**src/rtl/ssmp_pkg.sv**
```systemverilog
// ssmp_pkg: shared types, constants and parameter defaults of the
// spaced-seed mutation predictor; no dependencies
package ssmp_pkg;

   localparam int ROW_W     = 12;
   localparam int OFF_W     = 8;
   localparam int POS_W     = 9;
   localparam int EPOCH_W   = 8;
   localparam int OUT_MAX   = 8;
   localparam int SLOT_IN_W = 3;
   localparam int CSR_W     = 32;
   localparam int CSR_IDX_W = 2;
   localparam int WL_W      = 6;
   localparam int PL_W      = 4;

   localparam int READ_MAX_DEF    = 128;
   localparam int SHAPE_MAX_DEF   = 32;
   localparam int PATTERN_MAX_DEF = 12;
   localparam int SLOTS_DEF       = 8;

   localparam logic [OFF_W-1:0] END_MARK = 8'hFF;

   localparam logic OP_FLAG  = 1'b0;
   localparam logic OP_TABLE = 1'b1;

   localparam logic [CSR_IDX_W-1:0] CSR_CARE_MASK      = 2'd0;
   localparam logic [CSR_IDX_W-1:0] CSR_WINDOW_LENGTH  = 2'd1;
   localparam logic [CSR_IDX_W-1:0] CSR_PATTERN_LENGTH = 2'd2;

   typedef struct packed {
      logic             valid;
      logic             lookup;
      logic             end_read;
      logic [ROW_W-1:0] row;
      logic [POS_W-1:0] ppos;
   } lookup_req_type;

   typedef struct packed {
      logic                 en;
      logic [ROW_W-1:0]     row;
      logic [SLOT_IN_W-1:0] slot;
      logic [OFF_W-1:0]     offset;
   } table_wr_type;

   typedef struct packed {
      logic busy;
      logic sweeping;
   } seq_status_type;

endpackage

```
**src/rtl/ssmp_hit.sv**
```systemverilog
// ssmp_hit: read window, hit test against the shape and pattern window
// depends on ssmp_pkg
module ssmp_hit #(
   parameter int READ_MAX    = ssmp_pkg::READ_MAX_DEF,
   parameter int SHAPE_MAX   = ssmp_pkg::SHAPE_MAX_DEF,
   parameter int PATTERN_MAX = ssmp_pkg::PATTERN_MAX_DEF
) (
   input  logic                          clock,
   input  logic                          reset,
   input  logic                          accept,
   input  logic                          mutated,
   input  logic                          last_in_read,
   input  logic [ssmp_pkg::CSR_W-1:0]    care_mask,
   input  logic [ssmp_pkg::WL_W-1:0]     window_length,
   input  logic [ssmp_pkg::PL_W-1:0]     pattern_length,
   output ssmp_pkg::lookup_req_type      lookup_req
);
   import ssmp_pkg::*;

   localparam int RP_W = $clog2(READ_MAX + 1);

   logic [SHAPE_MAX-1:0]   rw_ff, rw_in, rw_new;
   logic [PATTERN_MAX-1:0] hw_ff, hw_in, hw_new, pmask;
   logic [RP_W-1:0]        rp_ff, rp_in, rp_new;
   logic [WL_W-1:0]        wl_eff;
   logic [4:0]             pl_eff;
   logic [CSR_W-1:0]       care_rev, aligned, wmask;
   logic [16:0]            pmask_wide;
   logic [15:0]            hw_ext;
   logic [9:0]             hits;
   logic                   active, hit, have_hit, have_pat;

   always_comb begin
      if (window_length == '0) begin
         wl_eff = WL_W'(1);
      end else if (window_length > WL_W'(SHAPE_MAX)) begin
         wl_eff = WL_W'(SHAPE_MAX);
      end else begin
         wl_eff = window_length;
      end
      if (pattern_length == '0) begin
         pl_eff = 5'd1;
      end else if ({1'b0, pattern_length} > 5'(PATTERN_MAX)) begin
         pl_eff = 5'(PATTERN_MAX);
      end else begin
         pl_eff = {1'b0, pattern_length};
      end
   end

   // shape position k lines up with window bit wl-1-k
   always_comb begin
      for (int i = 0; i < CSR_W; i++) begin
         care_rev[CSR_W-1-i] = care_mask[i];
      end
   end

   assign aligned  = care_rev >> (WL_W'(CSR_W) - wl_eff);
   assign wmask    = {CSR_W{1'b1}} >> (WL_W'(CSR_W) - wl_eff);
   assign rw_new   = (rw_ff << 1) | SHAPE_MAX'(mutated);
   assign hit      = ~|(CSR_W'(rw_new) & ~aligned & wmask);
   assign rp_new   = rp_ff + RP_W'(1);
   assign active   = rp_ff < RP_W'(READ_MAX);
   assign have_hit = 10'(rp_new) >= 10'(wl_eff);
   assign hits     = 10'(rp_new) - 10'(wl_eff) + 10'd1;

   assign pmask_wide = (17'd1 << pl_eff) - 17'd1;
   assign pmask      = pmask_wide[PATTERN_MAX-1:0];
   assign hw_new     = ((hw_ff << 1) | PATTERN_MAX'(hit)) & pmask;
   assign have_pat   = have_hit && (hits >= 10'(pl_eff));
   assign hw_ext     = 16'(hw_new);

   always_comb begin
      lookup_req.valid    = accept;
      lookup_req.lookup   = active && have_pat && (hw_new != '0) && (hw_new != pmask);
      lookup_req.end_read = last_in_read;
      lookup_req.row      = hw_ext[ROW_W-1:0];
      lookup_req.ppos     = POS_W'(hits - 10'(pl_eff));
   end

   always_comb begin
      rw_in = rw_ff;
      hw_in = hw_ff;
      rp_in = rp_ff;
      if (accept) begin
         if (last_in_read) begin
            rw_in = '0;
            hw_in = '0;
            rp_in = '0;
         end else if (active) begin
            rw_in = rw_new;
            rp_in = rp_new;
            if (have_hit) begin
               hw_in = hw_new;
            end
         end
      end
   end

   always_ff @(posedge clock) begin
      if (reset) begin
         rw_ff <= '0;
         hw_ff <= '0;
         rp_ff <= '0;
      end else begin
         rw_ff <= rw_in;
         hw_ff <= hw_in;
         rp_ff <= rp_in;
      end
   end

endmodule

```
**config.mk**
```make
export PLATFORM = sky130hd
export DESIGN_NAME = ssmp_hit
export DESIGN_NICKNAME = d
export VERILOG_FILES = /design/src/rtl/ssmp_pkg.sv /design/src/rtl/ssmp_hit.sv
export SDC_FILE = /design/constraint.sdc
export NUM_CORES = 1
export LEC_CHECK = 0
export CAP_MARGIN = 15
export CORE_MARGIN = 5
export CORE_UTILIZATION = 30
export CTS_CLUSTER_SIZE = 25
export DETAILED_ROUTE_END_ITERATION = 8
export DONT_BUFFER_PORTS = 1
export PLACE_DENSITY = 0.44
export SETUP_SLACK_MARGIN = 0.05
export SYNTH_ARGS = -nofsm -noshare
export SYNTH_HDL_FRONTEND = slang
export SYNTH_SLANG_ARGS = --single-unit
export TNS_END_PERCENT = 100
```
**constraint.sdc**
```tcl
create_clock -name clock -period 9.2 [get_ports clock]
set_clock_uncertainty 0.2 [all_clocks]
set_input_delay 1.84 -clock clock [delete_from_list [all_inputs] [get_ports clock]]
set_output_delay 1.84 -clock clock [all_outputs]
set_load 0.05 [all_outputs]
```
Word level (Yosys, flattened, before mapping) --
Index checks and enable logic that the tools add are counted. W data, S select, Z words.
Word-level totals: bits in registers 50, latch bits 0, bits in writable memories 0, memory bits (read-only) 0, output and inout bits 24, logic and storage cells 48, memories 0
Cells by class: add/sub/neg operators 6, $mul 0, div/mod/pow operators 0, $lt $le $gt $ge 5, eq/ne operators 1, shift operators 3, mux-type cells 11, bitwise gates (word level) 6, reductions and logical operators 13
Operators with widths (count):
- $and A32 B32 Y32 | 2
- $mux W31 | 2
- $mux W11 | 3
- $not A32 Y32 | 1
- $or A32 B1 Y32 | 1
- $reduce_or A32 Y1 | 1
- $shr A32 B6 Y32 | 1
- $shr A32 B6 Y32 const A | 1
- $mux W8 | 2
- $and A12 B12 Y12 | 1
- $mux W6 | 2
- $ne A12 B12 Y1 | 1
- $or A12 B1 Y12 | 1
- $reduce_bool A12 Y1 | 1
- $shl A1 B4 Y12 const A | 1
- $sub A12 B1 Y12 const B | 1
- $add A9 B2 Y10 const B | 1
- $ge A10 B4 Y1 | 1
- $sub A8 B6 Y9 | 1
- $sub A9 B5 Y9 | 1
- $add A8 B1 Y8 const B | 1
- $ge A8 B6 Y1 | 1
- $lt A8 B8 Y1 const B | 1
- $mux W4 | 2
- other kinds (10) | 14

Depth between registers and ports, before layout --
Gate-level depths: netlist of the first run.
word-level depth 15, depth in mapped cells 22, depth with buffers taken out 16

Worst setup path before layout of the first run --
No wires, ideal clock.
path type input-to-output, start input port window_length[3] (netlist bit), end output port lookup_req[22] (netlist bit), arrival 7.070 ns, required time 7.160 ns, path slack 0.090 ns, stages 21, cells stage by stage buf_2 -> or4_4 -> buf_6 -> a21oi_4 -> inv_4 -> clkbuf_1 -> ha_1 -> inv_1 -> ha_1 -> clkbuf_1 -> clkbuf_1 -> clkbuf_1 -> clkbuf_1 -> nand3_1 -> o21ai_0 -> o32ai_1 -> a2111oi_0 -> nand4_1 -> nor4_4 -> mux2i_1 -> and4_1
RTL lines:
- from (decl) | RTL line ssmp_hit.sv:14 | input logic [ssmp_pkg::WL_W-1:0] window_length,
- to (decl) | RTL line ssmp_hit.sv:16 | output ssmp_pkg::lookup_req_type lookup_req

==> reports/qor.yml, run 1 <==
outcome: "finished clean"
synthTopCellsByCount: "nor2_1 (80), nand2_1 (63), a21oi_1 (59)"
tightest_slew_ns: 1.109
rsz0062_at_grt: "false"
drc_errors: 0
vias: 6539
hpwlAfterDp_um: 16470
hold_viol: 0
cts_root_buffer: "clkbuf_16"
die_h_um: 153.0
synth_edf_count: 0
synth.top_cell.area_share: 0.1633
track_usage: 0.1832
tritoncts: "yes"
cts_setup_buffers: 0
critPathLaunchType: "input pin"
crit_fanout: 27
cp.arrival_ns: 6.69
final_max_slew_viol_count: 0
yosys_warnings: 0
fin_setup_tns_ns: 0
ctsHoldBuffers: 0
fillers: 2257
async_flop_share: 0
dieArea_um2: 23400
synth-main-ff-cell: "dfxtp_1"
grt_max_degree: 79
first_global_vias: 6166
drt-pass1-iter-count: 5
cts-resized-gates: 0
grt_overflow: 0
power.leakage_nw: 2.341
cts_max_level: 2
drive_gt1_frac: 0.07205
synth_fp_nets: 915
cts_num_sinks: 50
slew_headroom: 0.2591
cts_max_path_buffers: 2
initial_core_util: 0.3040
grt_first_pass_wirelength_um: 35490
clk_pin_slew_worst_paths_ns: 0.07
io_pins: 71
cp.required_ns: 7.16
place_area_um2: 6360
nets: 870
p_per_area_nw_per_um2: 122.7
yosysMostFrequentCell: "nor2_1"
synth.distinct_cells: 77
wl_per_cell_um: 20.82
antenna_cells: 0
ff2ff_setup_slack_ns: 5.68
setup_viol: 0
ant_nets: 0
min_period_over_period: 0.9486
synth-seq-area-share: 0.1633
netlist_area_um2: 6131
ir_drop_uv: 57.64
via_per_inst: 6.083
postRouteWirelength_um: 22380
endpoint_kind: "output port"
fin_area_um2: 6536
cap_viol_max_count: 0
antenna_found_initial: 0
hp-class: "flip-flop to flip-flop"
path_class: "input pin to output port"
whs_ns: 0.2880
port_buffers: 0
core_area_um2: 20170
area_delta_synth_final_pct: 6.612
routabilityCongestion: 0.9550
period_needed_ns: 8.727
synthTopCellsByArea: "dfxtp_1 (16%), mux2i_1 (8.2%), nor2_1 (4.9%)"
cts_buffers: 5
max_freq_mhz: 114.6
drt_iter0_drc: 520
ys_ff_latch: 50
synth_top_area_cell: "dfxtp_1"
avgSynthCellArea_um2: 7.221
clkLatencyLatePin_ns: 0.29
die_w_um: 153.0
fin_util: 0.3241
num_rows: 52
synthCells: 849
where the power goes:
group | leakage [nW] | switching (W) | internal [W]
clock network | 0.0842 | 0.0000836 | 0.000129
registers | 0.403 | 0.00000100 | 0.000217
logic | 1.85 | 0.000249 | 0.000123
total | 2.34 | 0.000333 | 0.000469
per-layer routing:
metal  routed length, um  global-route usage  up-vias
met4                 616             0.05261        0
li1                    -                   -     3126
met3                1839             0.03986       45
met1               10430              0.2616     3094
met2                9494              0.2776      274
met5                   0                   0        -
kinds of logic after synthesis:
logic type / count (synthesis) / share of synthesized area
muxes: 64 / 0.1214
xor gates and xnor gates: 24 / 0.03429
and+or+nand+nor: 359 / 0.3198
buffers and inverters: 105 / 0.06979
DFF: 50 / 0.1633
other: 1 / 0.0006117
adders and majority gates: 19 / 0.04122
AOI/OAI and AO/OA: 227 / 0.2496
layout make-up:
| cell class | count | area, um^2 | share of cell area |
|---|---|---|---|
| clock inverter | 3 | 43.79 | 0.006700 |
| multi-input combinational | 694 | 4732 | 0.7240 |
| tap | 270 | 337.8 | 0.05168 |
| sequential | 50 | 1001 | 0.1531 |
| timing repair buffer | 22 | 177.7 | 0.02718 |
| inverter | 31 | 118.9 | 0.01819 |
| clock buffer | 5 | 125.1 | 0.01914 |
state kept, by name, indices dropped and copies added, names as in the netlist:
signal  cells
rw_ff      31
hw_ff      11
rp_ff       8
worst paths after layout:
kind                                  startpoint              to  cells after the start
worst max-delay path            window_length[4]  lookup_req[22]                     15
worst max register to register          rp_ff[0]        hw_ff[5]                     11
worst min-delay path                   rw_ff[10]       rw_ff[10]                      2
worst min register to register         rw_ff[10]       rw_ff[10]                      2
worst max-delay path, cell delays in order:
cell     delay, ns
or4_4         0.73
a21oi_4       0.33
ha_2          0.55
buf_4         0.35
mux2i_1       0.13
a22oi_1       0.19
nand4_1       0.39
mux4_2        0.57
and3_1        0.19
nor4_1        0.30
nand4_1       0.20
nor4_4        0.27
mux2i_1       0.22
and4_1        0.27
buf_12        0.15
cell usage in the layout (no fill, tap or decap), types with 8 or more instances in the layout:
cell type  Yosys  routed
a211oi_1      11      10
a21oi_1       59      59
a22oi_1       21      21
a31oi_1        8       8
a32oi_1        9       9
and3_1        15      15
buf_4          2      20
dfxtp_1       50      50
ha_1          17      15
inv_1         29      29
mux2i_1       50      50
nand2_1       63      63
nand3_1       17      17
nand4_1       24      24
nor2_1        80      80
nor2b_1       15      15
nor3_1        41      41
nor3b_1       37      37
nor4_1        13      13
o211ai_1      18      18
o21ai_0       35      35
o22ai_1        9       9
or3_1          8       8
or4_1          9       9
xnor2_1       12      12
xor2_1        12      12
metrics by stage:
stage          cells  total power (W)  setup slack, ns
3_3_place_gp    1066        0.0005918           0.5613
5_1_grt         1075        0.0008434           0.1767
3_5_place_dp    1066        0.0005872           0.5041
4_1_cts         1074        0.0008052           0.4779
6_report        1075        0.0008019           0.4728
2_1_floorplan    849        0.0005148          0.09020
Note: power is estimated with default switching activity, not from simulation.
==> inputs of run 2 (changes only) <==
--- a/config.mk
+++ b/config.mk
@@ -9,3 +9,3 @@
 export CORE_MARGIN = 5
-export CORE_UTILIZATION = 30
+export CORE_UTILIZATION = 54
 export CTS_CLUSTER_SIZE = 25
@@ -13,3 +13,3 @@
 export DONT_BUFFER_PORTS = 1
-export PLACE_DENSITY = 0.44
+export PLACE_DENSITY = 0.69
 export SETUP_SLACK_MARGIN = 0.05
--- a/constraint.sdc
+++ b/constraint.sdc
@@ -4,2 +4,2 @@
 set_output_delay 1.84 -clock clock [all_outputs]
-set_load 0.05 [all_outputs]
+set_load 0.02 [all_outputs]
==> run 2 against run 1 <==
Effect of this change: non-clock buffer count shrank 7; highest routed layer unchanged; sequential share of layout area grew 0.55 points; via count grew 3.5%; sequential power is essentially flat; critical path depth grew 1; count of clock-buffer cells in the layout grew 1.
==> reports/qor.yml, run 2 (synthesized netlist as in run 1, its figures left out) <==
drive_gt1_frac: 0.06274  # -0.009314
r2r_cells: 11  # unchanged
largest_register_ff_count: 31  # unchanged
use_met2: 0.4375  # +0.1599
antenna_cells: 0  # unchanged
crit_fanout: 39  # +44%
seqCellArea_um2: 1001  # unchanged
top_register: "rw_ff"
first_global_vias: 6105  # -0.99%
dieArea_um2: 13580  # -42%
layout_common_cells: "nor2_1 (80), nand2_1 (63), a21oi_1 (59), mux2i_1 (50), dfxtp_1 (50)"
drc_errors: 0  # unchanged
grt_max_degree: 79  # unchanged
reg_top3: "rw_ff x31, hw_ff x11, rp_ff x8"
fillers: 1101  # -51%
cts_num_sinks: 50  # unchanged
power.leakage_nw: 2.304  # -1.6%
endpoint_kind: "output port"
fin_util: 0.5598  # +0.2357
min_period_over_period: 0.9385  # -0.01016
hpwlAfterDp_um: 15010  # -8.9%
clkLatencyLatePin_ns: 0.29  # about the same
tightest_slew_ns: 0.9738  # -0.1353 ns
rsz0062_at_grt: "false"
hold_depth: 2  # unchanged
max_freq_mhz: 115.8  # +1.1%
cts_root_buffer: "clkbuf_16"
track_usage: 0.2942  # +0.1110
clk_pin_slew_worst_paths_ns: 0.06  # about the same
tritoncts: "yes"
cp.required_ns: 7.16  # about the same
cap_viol_max_count: 0  # unchanged
die_w_um: 116.6  # -24%
die_h_um: 116.6  # -24%
final_max_slew_viol_count: 0  # unchanged
via_per_inst: 7.197  # +18%
cts_setup_buffers: 0  # unchanged
cp.arrival_ns: 6.59  # -0.10 ns
hold_viol: 0  # unchanged
period_needed_ns: 8.634  # -0.09347 ns
busiest_layer: "met2"
cts_buffers: 5  # unchanged
postRouteWirelength_um: 20450  # -8.6%
critPathLaunchType: "input pin"
path_class: "input pin to output port"
grt_overflow: 0  # unchanged
drt_iter0_drc: 1012  # +95%
cts-resized-gates: 0  # unchanged
layout_commonest_cell: "nor2_1"
antenna_found_initial: 0  # unchanged
p_per_area_nw_per_um2: 117.9  # -3.9%
wl_per_cell_um: 21.76  # +4.5%
grt_first_pass_wirelength_um: 32150  # -9.4%
outcome: "finished clean"
drt-pass1-iter-count: 6  # +1
ir_drop_uv: 247.8  # +330%
initial_core_util: 0.5439  # +0.2399
area_delta_synth_final_pct: 2.918
hp-class: "flip-flop to flip-flop"
routabilityCongestion: 0.9873  # +3.4%
slew_headroom: 0.3459  # +0.08683
cts_max_level: 2  # unchanged
p_total_w: 0.0007438  # -7.3%
io_pins: 71  # unchanged
num_rows: 39  # -25%
port_buffers: 0  # unchanged
cts_max_path_buffers: 2  # unchanged
met1_usage: 0.4234  # +0.1617
nets: 863  # -0.80%
met3_usage: 0.05855  # +0.01868
vias: 6765  # +3.5%
core_area_um2: 11270  # -44%
setup_viol: 0  # unchanged
fin_setup_tns_ns: 0  # unchanged
multiInputGateArea_um2: 4732  # unchanged
ctsHoldBuffers: 0  # unchanged
ant_nets: 0  # unchanged
[run 2: final cells by class]
cell class	instances	area share
clock buffer	6	0.02201
clock inverter	1	0.004759
inverter	31	0.01884
multi-input combinational	694	0.7500
sequential	50	0.1586
tap	143	0.02836
timing repair buffer	15	0.01745
[run 2: power by group]
| part | internal, W | switching, W | total [W] | leakage [nW] |
|---|---|---|---|---|
| logic | 0.000113 | 0.000205 | 0.000317 | 1.82 |
| registers | 0.000217 | 0.000000887 | 0.000218 | 0.403 |
| clock network | 0.000134 | 0.0000742 | 0.000208 | 0.0829 |
| total | 0.000464 | 0.000280 | 0.000744 | 2.30 |
[run 2: final timing paths]
check	startpoint	end	slack, ns
worst max-delay path	window_length[4]	lookup_req[22]	0.57
worst min-delay path	rw_ff[10]	rw_ff[10]	0.29
worst max register to register	rp_ff[0]	hw_ff[9]	5.56
worst min register to register	rw_ff[10]	rw_ff[10]	0.29
[run 2: worst max-delay path, stage by stage]
cell,delay [ns]
or4_4,0.73
a21oi_4,0.29
inv_4,0.04
ha_1,0.25
inv_1,0.09
ha_2,0.63
nand2b_1,0.28
or4_1,0.13
o41ai_1,0.07
nor4_1,0.60
o32ai_1,0.16
nor4b_1,0.30
nand4_1,0.19
nor4_4,0.38
mux2i_1,0.24
and4_1,0.34
[run 2: layer usage]
layer / vias to the layer above / routed length [um]
met3: 66 / 2282
met2: 434 / 8830
met5: - / 0
met1: 3162 / 8663
met4: 0 / 674
li1: 3103 / -
[run 2: per-stage QoR]
stage / hold slack (ns) / worst slack (ns) / instance area (um^2) / std cells
after global placement: 0.2687 / 0.6149 / 6136 / 932
after CTS: 0.2929 / 0.6082 / 6305 / 939
final: 0.2879 / 0.5662 / 6310 / 940
after global routing: 0.3091 / 0.2890 / 6310 / 940
after detailed placement: 0.2788 / 0.6121 / 6136 / 932
after floorplan: 0.2525 / 0.5734 / 6131 / 849
==> inputs of run 3 (changes only) <==
ABC_AREA = 1   (was default)
CORE_UTILIZATION = 40   (was 54)
PLACE_DENSITY = 0.54   (was 0.69)
==> run 3 against run 2 <==
Effect of this change: global-route usage is 8.4 points lower; routed wire length is 23% lower; critical path type unchanged; critical endpoint unchanged; clock power is 11% lower; die area is 12% higher; fmax is 3.4% higher; final cell count is 12% higher; count of clock-buffer cells in the layout is 1 higher; worst setup slack better by 0.28 ns; hold slack worse by 0.027 ns; final area is 15% lower; non-clock buffer count is 11 lower; critical path depth is 3 higher.
==> reports/qor.yml, run 3 <==
outcome: "finished clean"
dieArea_um2: 15260  # +12%
cts-resized-gates: 0  # unchanged
drive_gt1_frac: 0.03733  # -0.02540
layoutNonFillerInstCount: 1056  # +12%
largest_register_ff_count: 31  # unchanged
synth.distinct_cells: 48  # -38%
synthTopCellsByCount: "nand2_1 (305), nand3_1 (195), inv_1 (88)"
hp-class: "flip-flop to flip-flop"
antenna_cells: 0  # unchanged
drt_iter0_drc: 270  # -73%
area_delta_synth_final_pct: 3.785
cts_max_path_buffers: 2  # unchanged
wl_per_cell_um: 14.86  # -32%
vias: 5649  # -16%
critPathLaunchType: "input pin"
avgSynthCellArea_um2: 5.629  # -22%
clkLatencyLatePin_ns: 0.29  # about the same
layout_commonest_cell: "nand2_1"
synthTopCellsByArea: "nand2_1 (22%), dfxtp_1 (19%), nand3_1 (19%)"
final_max_slew_viol_count: 0  # unchanged
die_h_um: 123.5  # +6.0%
antenna_found_initial: 0  # unchanged
hpwlAfterDp_um: 12440  # -17%
synth.top_cell.area_share: 0.2220  # +0.05877
cts_setup_buffers: 0  # unchanged
drc_errors: 0  # unchanged
min_period_over_period: 0.9077  # -0.03072
cts_num_sinks: 50  # unchanged
die_w_um: 123.5  # +6.0%
fin_area_um2: 5351  # -15%
clk_pin_slew_worst_paths_ns: 0.07  # about the same
layout_common_cells: "nand2_1 (305), nand3_1 (195), inv_1 (88), a21oi_1 (60), nor2_1 (55)"
path_class: "input pin to output port"
fin_setup_tns_ns: 0  # unchanged
synth_edf_count: 0  # unchanged
power.leakage_nw: 2.481  # +7.7%
dp.cells: 1048  # +12%
via_per_inst: 5.349  # -26%
startpoint: "window_length[5]"
synth_fp_nets: 982  # +7.3%
yosys_warnings: 0  # unchanged
synth-seq-area-share: 0.1941  # +0.03086
port_buffers: 0  # unchanged
crit_fanout: 38  # -2.6%
reg_top3: "rw_ff x31, hw_ff x11, rp_ff x8"
io_pins: 71  # unchanged
synthCells: 916  # +7.9%
endpoint_kind: "output port"
initial_core_util: 0.4086  # -0.1353
cp.arrival_ns: 6.31  # -0.28 ns
postRouteWirelength_um: 15690  # -23%
synth_top_area_cell: "nand2_1"
async_flop_share: 0  # unchanged
cts_max_level: 2  # unchanged
slew_headroom: 0.3329  # -0.01305
hp-start: "hw_ff[8]"
cap_viol_max_count: 0  # unchanged
core_area_um2: 12620  # +12%
cts_root_buffer: "clkbuf_16"
num_rows: 41  # +5.1%
place_area_um2: 5204  # -15%
routabilityCongestion: 0.9328  # -5.5%
max_freq_mhz: 119.7  # +3.4%
nets: 949  # +10%
cts_buffers: 5  # unchanged
synth-main-ff-cell: "dfxtp_1"
p_per_area_nw_per_um2: 131.6  # +12%
grt_max_degree: 51  # -35%
ir_drop_uv: 94.11  # -62%
hold_viol: 0  # unchanged
yosysMostFrequentCell: "nand2_1"
cp.required_ns: 7.16  # about the same
top_register: "rw_ff"
tritoncts: "yes"
ant_nets: 0  # unchanged
drt-pass1-iter-count: 7  # +1
first_global_vias: 5543  # -9.2%
rsz0062_at_grt: "false"
grt_first_pass_wirelength_um: 25830  # -20%
setup_viol: 0  # unchanged
track_usage: 0.2104  # -0.08375
tightest_slew_ns: 1.001  # +0.02688 ns
rr_startpoint: "rp_ff[0]"
ys_ff_latch: 50  # unchanged
ctsHoldBuffers: 0  # unchanged
netlist_area_um2: 5156  # -16%
period_needed_ns: 8.351  # -0.2826 ns
grt_overflow: 0  # unchanged
[run 3: path summary, 6_finish.rpt]
kind | to | cells past startpoint | slack, ns
worst min-delay path | hw_ff[8] | 2 | 0.26
worst min register to register | hw_ff[8] | 2 | 0.26
worst max register to register | hw_ff[0] | 14 | 5.59
worst max-delay path | lookup_req[22] | 19 | 0.85
[run 3: kinds of logic (layout without fill, tap and decap cells)]
group / Yosys count / in the layout / share of synthesized area
adder cells (fa/ha/maj): 19 / 19 / 0.04902
buffers and inverters: 137 / 105 / 0.1077
AND/OR/NAND/NOR: 601 / 601 / 0.5178
XOR/XNOR: 22 / 22 / 0.04101
other: 1 / 1 / 0.0007273
AO/OA/AOI/OAI: 86 / 86 / 0.08954
flip-flops: 50 / 50 / 0.1941
[run 3: layer usage]
layer	vias up	track usage	wire length (um)
met1	2546	0.2395	6533
met5	-	0	0
li1	2913	-	-
met3	46	0.03065	559
met2	144	0.3904	7933
met4	0	0.08581	663
[run 3: final cells by class]
cell class / instances / area, um^2
Clock inverter: 1 / 5.005
Inverter: 93 / 351.6
Tap cell: 172 / 215.2
Multi-Input combinational cell: 729 / 3606
Fill cell: 1418 / 7268
Sequential cell: 50 / 1001
Clock buffer: 7 / 142.6
Timing Repair Buffer: 4 / 30.03
[run 3: per-stage QoR]
step | hold slack, ns | setup WS [ns] | utilization | total power (W)
final | 0.2610 | 0.8488 | 0.4241 | 0.0007045
after global routing | 0.2885 | 0.3664 | 0.4241 | 0.0007536
after CTS | 0.2618 | 0.8430 | 0.4241 | 0.0007095
after detailed placement | 0.2529 | 0.8600 | 0.4124 | 0.0005229
after global placement | 0.2478 | 0.9079 | 0.4124 | 0.0005228
after floorplan | 0.2401 | 2.370 | - | 0.0004689
[run 3: worst max-delay path, cell delays in order]
cell and delay (ns):
nor2_2 0.14, nand3_4 0.35, nand2_4 0.46, inv_1 0.08, ha_1 0.23, inv_1 0.07, ha_1 0.79, inv_1 0.71
nand3_1 0.31, nand3_1 0.16, nand2_1 0.10, nand2_1 0.08, nand3_1 0.12, nand2_1 0.06, nor2_1 0.11, nand2_1 0.08
nor2_2 0.18, a21oi_1 0.09, nor2_1 0.35
[run 3: report_power, final]
part           switching, W  internal (W)  total (W)
clock             0.0000770      0.000108   0.000185
sequential      0.000000807      0.000217   0.000218
combinational      0.000212     0.0000890   0.000301
